[src/rtl/trpd_pkg.sv]
package trpd_pkg;

  // Default sizes of the index and sample datapaths
  localparam int unsigned INDEX_BITS_DEF  = 16;
  localparam int unsigned SAMPLE_BITS_DEF = 20;

  // Fixed field widths
  localparam int unsigned THRESH_W   = 20;
  localparam int unsigned MINW_W     = 16;
  localparam int unsigned MAXP_W     = 8;
  localparam int unsigned POS_W      = 16;
  localparam int unsigned CNT_W      = 8;
  localparam int unsigned CFG_DATA_W = 20;
  localparam int unsigned CFG_IDX_W  = 2;

  // Register reset values
  localparam logic [MINW_W-1:0] MIN_WIDTH_RST = MINW_W'(10);
  localparam logic [MAXP_W-1:0] MAX_PEAKS_RST = MAXP_W'(255);

  // Configuration register indexes
  typedef enum logic [CFG_IDX_W-1:0] {
    CFG_THRESHOLD = 2'd0,
    CFG_MIN_WIDTH = 2'd1,
    CFG_MAX_PEAKS = 2'd2
  } cfg_reg_e;

  // One result transaction
  typedef struct packed {
    logic             peak_valid;
    logic [POS_W-1:0] peak_position;
    logic [CNT_W-1:0] peak_count;
    logic             buffer_done;
  } peak_t;

endpackage

[src/rtl/trpd_sample_if.sv]
interface trpd_sample_if #(
  parameter int unsigned SAMPLE_BITS = trpd_pkg::SAMPLE_BITS_DEF
);
  logic                   valid;
  logic                   ready;
  logic [SAMPLE_BITS-1:0] sample;
  logic                   last_sample;

  modport source (output valid, output sample, output last_sample, input ready);
  modport sink   (input valid, input sample, input last_sample, output ready);
endinterface

[src/rtl/trpd_peak_if.sv]
interface trpd_peak_if;
  import trpd_pkg::*;

  logic             valid;
  logic             ready;
  logic             peak_valid;
  logic [POS_W-1:0] peak_position;
  logic [CNT_W-1:0] peak_count;
  logic             buffer_done;

  modport source (output valid, output peak_valid, output peak_position,
                  output peak_count, output buffer_done, input ready);
  modport sink   (input valid, input peak_valid, input peak_position,
                  input peak_count, input buffer_done, output ready);
endinterface

[src/rtl/threshold_region_peak_detector_top.sv]
// A result enters the output buffer when its sample is accepted, behind any result still queued.
// Throughput: one sample per cycle while the output buffer is not full; region state registers update once per sample.
// A two-entry output buffer keeps samples flowing while one result waits downstream.
// Samples that produce no result never occupy the output buffer.
// Reset (rst_ni low, asynchronous): region state cleared, output buffer empty,
// threshold 0, min_width 10, max_peaks 255.
module threshold_region_peak_detector_top #(
  parameter int unsigned INDEX_BITS  = trpd_pkg::INDEX_BITS_DEF,
  parameter int unsigned SAMPLE_BITS = trpd_pkg::SAMPLE_BITS_DEF
) (
  input  logic                             clk_i,
  input  logic                             rst_ni,
  input  logic                             cfg_we_i,
  input  logic [trpd_pkg::CFG_IDX_W-1:0]   cfg_idx_i,
  input  logic [trpd_pkg::CFG_DATA_W-1:0]  cfg_data_i,
  trpd_sample_if.sink                      in_i,
  trpd_peak_if.source                      out_o
);
  import trpd_pkg::*;

  localparam int unsigned CMP_W  = (SAMPLE_BITS > THRESH_W) ? SAMPLE_BITS : THRESH_W;
  localparam int unsigned WCMP_W = (INDEX_BITS > MINW_W) ? INDEX_BITS : MINW_W;

  // Configuration registers
  logic [THRESH_W-1:0] threshold_q;
  logic [MINW_W-1:0]   min_width_q;
  logic [MAXP_W-1:0]   max_peaks_q;

  always_ff @(posedge clk_i or negedge rst_ni) begin
    if (!rst_ni) begin
      threshold_q <= '0;
      min_width_q <= MIN_WIDTH_RST;
      max_peaks_q <= MAX_PEAKS_RST;
    end else if (cfg_we_i) begin
      unique case (cfg_idx_i)
        CFG_THRESHOLD: threshold_q <= cfg_data_i[THRESH_W-1:0];
        CFG_MIN_WIDTH: min_width_q <= cfg_data_i[MINW_W-1:0];
        CFG_MAX_PEAKS: max_peaks_q <= cfg_data_i[MAXP_W-1:0];
        default: ;
      endcase
    end
  end

  // Region tracking state
  logic                   in_region_q, in_region_d;
  logic [INDEX_BITS-1:0]  sample_index_q, sample_index_d;
  logic [INDEX_BITS-1:0]  region_start_q, region_start_d;
  logic [SAMPLE_BITS-1:0] previous_sample_q, previous_sample_d;
  logic [INDEX_BITS-1:0]  last_rise_index_q, last_rise_index_d;
  logic [CNT_W-1:0]       peaks_found_q, peaks_found_d;

  logic [1:0] buf_cnt_q, buf_cnt_d;
  peak_t      buf_q [2];

  logic                   accept;
  logic [SAMPLE_BITS-1:0] smp;
  logic                   above, below, rise, wide, room, emit;
  logic [INDEX_BITS-1:0]  width;
  logic [MAXP_W-1:0]      cap;
  logic                   res_valid;
  peak_t                  res;

  assign in_i.ready = (buf_cnt_q != 2'd2);
  assign accept     = in_i.valid && in_i.ready;
  assign smp        = in_i.sample;

  // Compares for region open/close, rise, width and peak capacity
  assign above = CMP_W'(smp) > CMP_W'(threshold_q);
  assign below = CMP_W'(smp) < CMP_W'(threshold_q);
  assign rise  = smp > previous_sample_q;
  assign width = sample_index_q - region_start_q;
  assign wide  = WCMP_W'(width) > WCMP_W'(min_width_q);
  assign cap   = (max_peaks_q == '0) ? MAXP_W'(1) : max_peaks_q;
  assign room  = CNT_W'(peaks_found_q) < CNT_W'(cap);

  always_comb begin
    in_region_d       = in_region_q;
    region_start_d    = region_start_q;
    last_rise_index_d = last_rise_index_q;
    peaks_found_d     = peaks_found_q;
    emit              = 1'b0;

    if (!in_region_q) begin
      if (above) begin
        in_region_d    = 1'b1;
        region_start_d = sample_index_q;
        if (rise) begin
          last_rise_index_d = sample_index_q;
        end
      end
    end else if (below) begin
      in_region_d = 1'b0;
      if (wide && room) begin
        emit          = 1'b1;
        peaks_found_d = peaks_found_q + CNT_W'(1);
      end
    end else if (rise) begin
      last_rise_index_d = sample_index_q;
    end

    previous_sample_d = smp;
    sample_index_d    = sample_index_q + INDEX_BITS'(1);

    // result, taken before the end-of-buffer clear
    res_valid         = emit || in_i.last_sample;
    res.peak_valid    = emit;
    res.peak_position = emit ? POS_W'(last_rise_index_q) : '0;
    res.peak_count    = peaks_found_d;
    res.buffer_done   = in_i.last_sample;

    // last sample returns the tracker to reset
    if (in_i.last_sample) begin
      in_region_d       = 1'b0;
      sample_index_d    = '0;
      region_start_d    = '0;
      previous_sample_d = '0;
      last_rise_index_d = '0;
      peaks_found_d     = '0;
    end
  end

  always_ff @(posedge clk_i or negedge rst_ni) begin
    if (!rst_ni) begin
      in_region_q       <= 1'b0;
      sample_index_q    <= '0;
      region_start_q    <= '0;
      previous_sample_q <= '0;
      last_rise_index_q <= '0;
      peaks_found_q     <= '0;
    end else if (accept) begin
      in_region_q       <= in_region_d;
      sample_index_q    <= sample_index_d;
      region_start_q    <= region_start_d;
      previous_sample_q <= previous_sample_d;
      last_rise_index_q <= last_rise_index_d;
      peaks_found_q     <= peaks_found_d;
    end
  end

  // Two-entry output buffer, head in entry 0
  logic push, pop;

  assign push = accept && res_valid;
  assign pop  = out_o.valid && out_o.ready;

  always_comb begin
    buf_cnt_d = buf_cnt_q;
    if (push && !pop) begin
      buf_cnt_d = buf_cnt_q + 2'd1;
    end else if (pop && !push) begin
      buf_cnt_d = buf_cnt_q - 2'd1;
    end
  end

  always_ff @(posedge clk_i or negedge rst_ni) begin
    if (!rst_ni) begin
      buf_cnt_q <= '0;
    end else begin
      buf_cnt_q <= buf_cnt_d;
    end
  end

  always_ff @(posedge clk_i) begin
    if (pop) begin
      buf_q[0] <= buf_q[1];
      if (push) begin
        if (buf_cnt_q == 2'd1) begin
          buf_q[0] <= res;
        end else begin
          buf_q[1] <= res;
        end
      end
    end else if (push) begin
      buf_q[buf_cnt_q[0]] <= res;
    end
  end

  assign out_o.valid         = (buf_cnt_q != 2'd0);
  assign out_o.peak_valid    = buf_q[0].peak_valid;
  assign out_o.peak_position = buf_q[0].peak_position;
  assign out_o.peak_count    = buf_q[0].peak_count;
  assign out_o.buffer_done   = buf_q[0].buffer_done;

endmodule

[src/flat_wrapper.sv]
// flat-port wrapper written by rule: the top's interface ports become plain ports
module threshold_region_peak_detector_top_flat import trpd_pkg::*;
#(
  parameter int unsigned INDEX_BITS  = trpd_pkg::INDEX_BITS_DEF,
  parameter int unsigned SAMPLE_BITS = trpd_pkg::SAMPLE_BITS_DEF
)
  (clk_i, rst_ni, cfg_we_i, cfg_idx_i, cfg_data_i, in_i_valid, in_i_sample, in_i_last_sample, in_i_ready, out_o_valid, out_o_peak_valid, out_o_peak_position, out_o_peak_count, out_o_buffer_done, out_o_ready);
  trpd_sample_if #(.SAMPLE_BITS(SAMPLE_BITS)) in_i_i ();
  trpd_peak_if out_o_i ();
  input  logic clk_i;
  input  logic rst_ni;
  input  logic cfg_we_i;
  input  logic [trpd_pkg::CFG_IDX_W-1:0] cfg_idx_i;
  input  logic [trpd_pkg::CFG_DATA_W-1:0] cfg_data_i;
  input wire logic [$bits(in_i_i.valid)-1:0] in_i_valid;
  input wire logic [$bits(in_i_i.sample)-1:0] in_i_sample;
  input wire logic [$bits(in_i_i.last_sample)-1:0] in_i_last_sample;
  output wire logic [$bits(in_i_i.ready)-1:0] in_i_ready;
  output wire logic [$bits(out_o_i.valid)-1:0] out_o_valid;
  output wire logic [$bits(out_o_i.peak_valid)-1:0] out_o_peak_valid;
  output wire logic [$bits(out_o_i.peak_position)-1:0] out_o_peak_position;
  output wire logic [$bits(out_o_i.peak_count)-1:0] out_o_peak_count;
  output wire logic [$bits(out_o_i.buffer_done)-1:0] out_o_buffer_done;
  input wire logic [$bits(out_o_i.ready)-1:0] out_o_ready;
  assign in_i_i.valid = in_i_valid;
  assign in_i_i.sample = in_i_sample;
  assign in_i_i.last_sample = in_i_last_sample;
  assign in_i_ready = in_i_i.ready;
  assign out_o_valid = out_o_i.valid;
  assign out_o_peak_valid = out_o_i.peak_valid;
  assign out_o_peak_position = out_o_i.peak_position;
  assign out_o_peak_count = out_o_i.peak_count;
  assign out_o_buffer_done = out_o_i.buffer_done;
  assign out_o_i.ready = out_o_ready;
  threshold_region_peak_detector_top #(.INDEX_BITS(INDEX_BITS), .SAMPLE_BITS(SAMPLE_BITS)) u_core (.clk_i(clk_i), .rst_ni(rst_ni), .cfg_we_i(cfg_we_i), .cfg_idx_i(cfg_idx_i), .cfg_data_i(cfg_data_i), .in_i(in_i_i), .out_o(out_o_i));
endmodule
[config.mk]
export PLATFORM = sky130hd
export DESIGN_NAME = threshold_region_peak_detector_top_flat
export DESIGN_NICKNAME = d
export VERILOG_FILES = /design/src/rtl/trpd_pkg.sv /design/src/rtl/trpd_sample_if.sv /design/src/rtl/trpd_peak_if.sv /design/src/rtl/threshold_region_peak_detector_top.sv /design/src/flat_wrapper.sv
export SDC_FILE = /design/constraint.sdc
export NUM_CORES = 1
export LEC_CHECK = 0
export BUFFER_PORTS_ARGS = -buffer_cell sky130_fd_sc_hd__buf_2
export CAP_MARGIN = 15
export CORE_ASPECT_RATIO = 1.2
export CORE_UTILIZATION = 60
export CTS_BUF_LIST = sky130_fd_sc_hd__clkbuf_4
export DETAILED_ROUTE_END_ITERATION = 7
export PLACE_DENSITY = 0.8
export SYNTH_ARGS = -nofsm -noshare
export SYNTH_HDL_FRONTEND = slang
export SYNTH_SLANG_ARGS = --single-unit
[constraint.sdc]
create_clock -name clk_i -period 14.8 [get_ports clk_i]
set_clock_uncertainty 0.15 [all_clocks]
set_input_delay 1.48 -clock clk_i [delete_from_list [all_inputs] [get_ports clk_i]]
set_output_delay 1.48 -clock clk_i [all_outputs]
set_load 0.1 [all_outputs]
Yosys cells after proc, flatten, opt, wreduce, memory -nomap -nowiden. Memory sizes are Yosys's and may differ from the RTL's. Cells that the tools add are included.

Bits in writable memories: 52. Bits in registers: 123. Input port bits: 48. Memories: 1. Output and inout port bits: 28.

Memory list: u_core.buf_q (words 2, width 26, read ports 2, clocked after memory_dff 0, wr ports 2, RTL line threshold_region_peak_detector_top.sv:53) `peak_t buf_q [2];`.

Bitwise logic cells: 1. Reductions and logical operators: 21. Magnitude comparators: 5. Eq/ne operators: 6. Muxes and demuxes: 42. Add/sub/neg operators: 5.

Operator list (count): 2-to-1 mux 16 bit (10); 2-to-1 mux 26 bit (2); greater-than comparator 20 bit (2); 2-to-1 mux 8 bit (5); OR reduction 26 bit (1); 2-to-1 mux 1 bit (22); less-than comparator 20 bit (1); 2-to-1 mux 20 bit (1); adder 16 x 1 -> 16 bit, second input constant (1); greater-than comparator 16 bit (1); subtractor 16 bit (1); adder 8 x 1 -> 8 bit, second input constant (1); zero test 8 bit (1); less-than comparator 8 bit (1); logical AND 1 bit (6); AND reduction 2 bit (3); AND reduction 3 bit (2); nonzero test 2 bit (3); equality test 2 x 1 -> 1 bit, second input constant (2); 2-to-1 mux 2 bit (2); != test 2 bit, second input constant (2); != test 3 bit, second input constant (1); nonzero test 3 bit (1); adder 2 x 1 -> 2 bit, second input constant (1); 6 further kinds (7).

Logic depth before layout (Yosys ltp).
Word-level depth: 14. Depth in mapped cells: 22. Mapped depth without buffers: 20.

Least setup slack after synthesis. OpenSTA, ideal clock, no wires.

Path type: reg-to-reg. Start point: register u_core.sample_index_q[2]. End point: memory u_core.buf_q[0][0] (netlist name) (enable). Period minus slack after synthesis: 6411 ps. Data required time: 14205 ps. Setup time: 445 ps. Setup slack: 8389 ps. Stages on the path, launching flop included: 18. Arrival: 5816 ps. Cell sequence: dfrtp_1 > ha_1 > nor2b_1 > o31a_1 > o211ai_1 > a21oi_1 > o31ai_1 > o21bai_1 > a21oi_1 > xnor2_1 > ha_1 > nand4_1 > or4_1 > o211a_1 > nor3b_1 > buf_2 > o21ai_1 > o21ai_0.

RTL lines: start: declaration (RTL line threshold_region_peak_detector_top.sv:46) `logic [INDEX_BITS-1:0] sample_index_q, sample_index_d;`; start signal: assignment (RTL line threshold_region_peak_detector_top.sv:132) `sample_index_q <= sample_index_d;`; end: declaration (RTL line threshold_region_peak_detector_top.sv:53).

==> out/summary.md <==
* completed — outcome
* 75 — total of buffers placed on input and output ports
* 0 — max-slew violation count
* sky130_fd_sc_hd__clkbuf_4 — clock root buffer master
* 4.70 nW — standby leakage power
* 175 — total clock sinks
* 0.58 ns — clock latency at the later pin of the worst-skew pair
* 5.67 — vias per cell
* 175 — number of flip-flops and latches in the synthesized netlist
* 0.84 ns — critical path's largest stage delay
* 14.98 ns — Required @ worst endpoint
* 19.7% — fraction of layout instances using a drive strength above 1
* 4 — H-tree depth
* u_core.sample_index_q[0] — origin of the critical flop-to-flop path
* 72 — largest net degree at the start of global routing
* 15200 sq um — area of the core
* 10.8 sq um — average cell area after synthesis
* 9440 sq um — synthesized cell area
* 76 — I/O pin count
* sky130_fd_sc_hd__dfrtp_1 — biggest area consumer among synthesized cells
* 24.8% — global routing usage summed across all routing layers
* 1010 — Mapped Nets
* 49 — number of placement rows
* 0 ns — setup total negative slack
* 9.37% — synthesis-to-layout area growth
* 0 — grt total ovfl
* 52 — number of flops mapped to enable cells by yosys
* 49.3% — sequential-to-total area share from yosys stat
* 62.1% — Initial Util
* no — setup repair after global routing missed its margin
* 0.996 mW — Internal Dissipation
* 1078 — number of nets in the layout
* 0 — Setup Viol. Count Final
* flip-flop — crit path launch type
* 139 microns — Die H
* 0 — DRC
* 0.0784 mV — IR drop worst, VDD
* 0 — number of setup buffers added after CTS
* 6438 — number of global-route vias before repair
* 1.16 ns — Worst-Margin Slew
* 4650 sq um — Register Area
* flip-flop — Crit. End Element
* 1 — initial antenna violation count
* sky130_fd_sc_hd__dfrtp_1 (30%), sky130_fd_sc_hd__edfxtp_1 (17%), sky130_fd_sc_hd__ha_1 (11%) — Area contributors post-synth
* 46.8% — combinational cell fraction of total power
* 16200 sq um — die footprint
* 0 — count of hold buffers inserted by post-cts repair
* 37.5% — sequential cell fraction of total power
* built — TritonCTS clock tree
* reg2reg — worst setup path class
* 9980 sq um — Post-DP Area
* 15.8 microns — wire length per cell
* 5.89 ns — fin crit period
* 10300 sq um — Final Instance Area
* 6600 — number of vias in the routed layout
* 13.4 mm — post-DP HPWL
* 15.7% — Clk network pwr share
* 0.760 mW — net switching power of the design
* reg2reg — worst min-delay path class
* 1204 — number of inserted filler cells in the final layout
* 0.855 — Final Wtd Congestion
* 62 — number of library cell types mapped by synthesis
* 2 — buffer levels on the longest clock path
* sky130_fd_sc_hd__dfrtp_1 — Main synth FF type
* 0 — YS warnings
* 878 — Post-Synthesis Cells
* u_core.last_rise_index_q[10] — start point of the worst min-delay path
* 39.8% — portion of the clock cycle consumed by the worst path in the final layout
* 0 — final antenna-violating net count
* 0.14 ns — clock input transition at the sequential cells of the worst setup and hold paths
* 170 nW/um^2 — total power per unit cell area
* 31.1 mm — first-pass GRT wire length
* 6.06 ns — Worst EP arrival
* 117 microns — width of the chip
* 0.170 GHz — achievable clock frequency
* inv_1 -> ha_1 -> fa_1 -> nor2b_1 -> o31a_1 -> o211ai_1 -> a21oi_1 -> o31ai_1 -> o21bai_1 -> a21oi_1 -> xnor2_1 -> ha_1 -> nand4_1 -> or4_1 -> o211a_1 -> nor3b_2 -> buf_4 -> o21a_1 -> mux2_2 — ordered list of cells on the worst path
* u_core.sample_index_q[0] — first element of the critical path
* 70.3% — Post-synth ARST share
* 417 — number of DRC markers after the initial detailed-route iteration
* sky130_fd_sc_hd__o21a_1 — cell with the largest stage delay on the worst path
* 18.4 mm — total wirelength of the detailed-routed design
* 4320 sq um — total area of multi-input combinational cells
* 30.0% — portion of synthesized cell area occupied by the leading cell type
* 43.3% — Sw Ratio
* 0 — max-capacitance violation count
* 31 — Critical Path Fanout Max
* 22.8% — Max-slew headroom
* 0 — final hold viol count
* 5 — number of iterations in the first detailed-routing pass
* 17 — Inserted Clock Buffers
* 0 — Gates resized, CTS repair
## synthesized netlist by cell type, types with 8 or more instances
master / n
sky130_fd_sc_hd__nor3_1: 10
sky130_fd_sc_hd__o21a_1: 8
sky130_fd_sc_hd__o21ai_0: 65
sky130_fd_sc_hd__a21oi_1: 43
sky130_fd_sc_hd__and2_1: 18
sky130_fd_sc_hd__nand3b_1: 22
sky130_fd_sc_hd__a22o_1: 34
sky130_fd_sc_hd__nand2_1: 67
sky130_fd_sc_hd__ha_1: 83
sky130_fd_sc_hd__dfstp_2: 10
sky130_fd_sc_hd__nor2_1: 35
sky130_fd_sc_hd__mux2_2: 49
sky130_fd_sc_hd__inv_1: 89
sky130_fd_sc_hd__xor2_1: 8
sky130_fd_sc_hd__clkbuf_1: 24
sky130_fd_sc_hd__nand4_1: 13
sky130_fd_sc_hd__edfxtp_1: 52
sky130_fd_sc_hd__xnor2_1: 20
sky130_fd_sc_hd__nand3_1: 16
sky130_fd_sc_hd__dfrtp_1: 113
## cell families after synthesis
kind of cell | after synthesis | share of synthesized area (%)
AOI/OAI and AO/OA | 188 | 12.7
xor gates and xnor gates | 28 | 2.60
adders and majority gates | 86 | 11.4
buffers and inverters | 123 | 5.10
DFF | 175 | 49.3
muxes | 55 | 6.53
and+or+nand+nor | 223 | 12.4
## metal layers
layer	global-route usage, %	vias to the layer above	part of all wire [%]
li1	-	3247	-
met1	32.8	3142	44
met2	40.8	183	50
met3	3.88	28	4.3
met4	9.18	0	2.0
met5	0	-	0
## state kept, by name (all words and copies together) (netlist names)
signal,flops
u_core.region_start_q,16
u_core.buf_cnt_q,2
u_core.buf_q,52
u_core.min_width_q,16
u_core.previous_sample_q,20
u_core.peaks_found_q,8
u_core.in_region_q,1
u_core.last_rise_index_q,16
u_core.sample_index_q,16
u_core.threshold_q,20
u_core.max_peaks_q,8
## power by group through the flow
stage | registers, mW | logic (mW) | clock network [mW]
floorplan | 0.838 | 0.485 | 0
global placement | 0.666 | 0.791 | 0
detailed placement | 0.671 | 0.811 | 0
CTS | 0.661 | 0.816 | 0.283
global route | 0.672 | 0.908 | 0.303
finish | 0.658 | 0.822 | 0.276
## through the flow
| stage | hold slack (ns) | power [mW] | cells | utilization (%) | worst slack, ns |
|---|---|---|---|---|---|
| detailed placement | 0.328 | 1.48 | 1128 | 65.6 | 8.88 |
| global route | 0.377 | 1.88 | 1164 | 67.9 | 8.51 |
| finish | 0.359 | 1.76 | 1164 | 67.9 | 8.91 |
| floorplan | 0.303 | 1.32 | 878 | - | 8.39 |
| CTS | 0.364 | 1.76 | 1160 | 67.6 | 8.85 |
| global placement | 0.324 | 1.46 | 1128 | 65.6 | 9.05 |
## worst paths after layout
check	depth (start not counted)	endpoint	slack (ns)
setup / recovery	19	u_core.buf_q[0][16]	8.91
hold / removal	1	u_core.last_rise_index_q[10]	0.36
setup reg to reg	19	u_core.buf_q[0][16]	8.91
hold reg to reg	1	u_core.last_rise_index_q[10]	0.36
max in group asynchronous	2	u_core.min_width_q[2]	12.36
min in group asynchronous	1	u_core.sample_index_q[15]	0.77
## critical path: cells and delay by family (launching register included)
kind                     cells  cell delay, ns
AO/OA/AOI/OAI                8            2.39
XOR/XNOR                     1            0.09
adder cells (fa/ha/maj)      3            0.72
buffers and inverters        2            0.42
flip-flops                   1            0.46
multiplexers                 1            0.43
AND/OR/NAND/NOR              4            0.97
## cells in the final DEF (no fill, tap or decap), types with 20 or more instances in the layout
| cell | synthesis | final |
|---|---|---|
| sky130_fd_sc_hd__dfrtp_1 | 113 | 113 |
| sky130_fd_sc_hd__inv_1 | 89 | 89 |
| sky130_fd_sc_hd__ha_1 | 83 | 83 |
| sky130_fd_sc_hd__buf_2 | 5 | 74 |
| sky130_fd_sc_hd__nand2_1 | 67 | 67 |
| sky130_fd_sc_hd__o21ai_0 | 65 | 64 |
| sky130_fd_sc_hd__edfxtp_1 | 52 | 52 |
| sky130_fd_sc_hd__mux2_2 | 49 | 49 |
| sky130_fd_sc_hd__a21oi_1 | 43 | 43 |
| sky130_fd_sc_hd__nor2_1 | 35 | 35 |
| sky130_fd_sc_hd__a22o_1 | 34 | 34 |
| sky130_fd_sc_hd__nand3b_1 | 22 | 22 |
| sky130_fd_sc_hd__xnor2_1 | 20 | 20 |
## cell type report
| class | instances | area share (%) |
|---|---|---|
| antenna | 1 | 0.0242 |
| clock buffer | 18 | 1.31 |
| clock inverter | 14 | 1.53 |
| inverter | 89 | 3.24 |
| multi-input combinational | 580 | 41.9 |
| sequential | 175 | 45.1 |
| tap | 204 | 2.47 |
| timing repair buffer | 83 | 4.51 |
(Power assumes the default switching activity.)
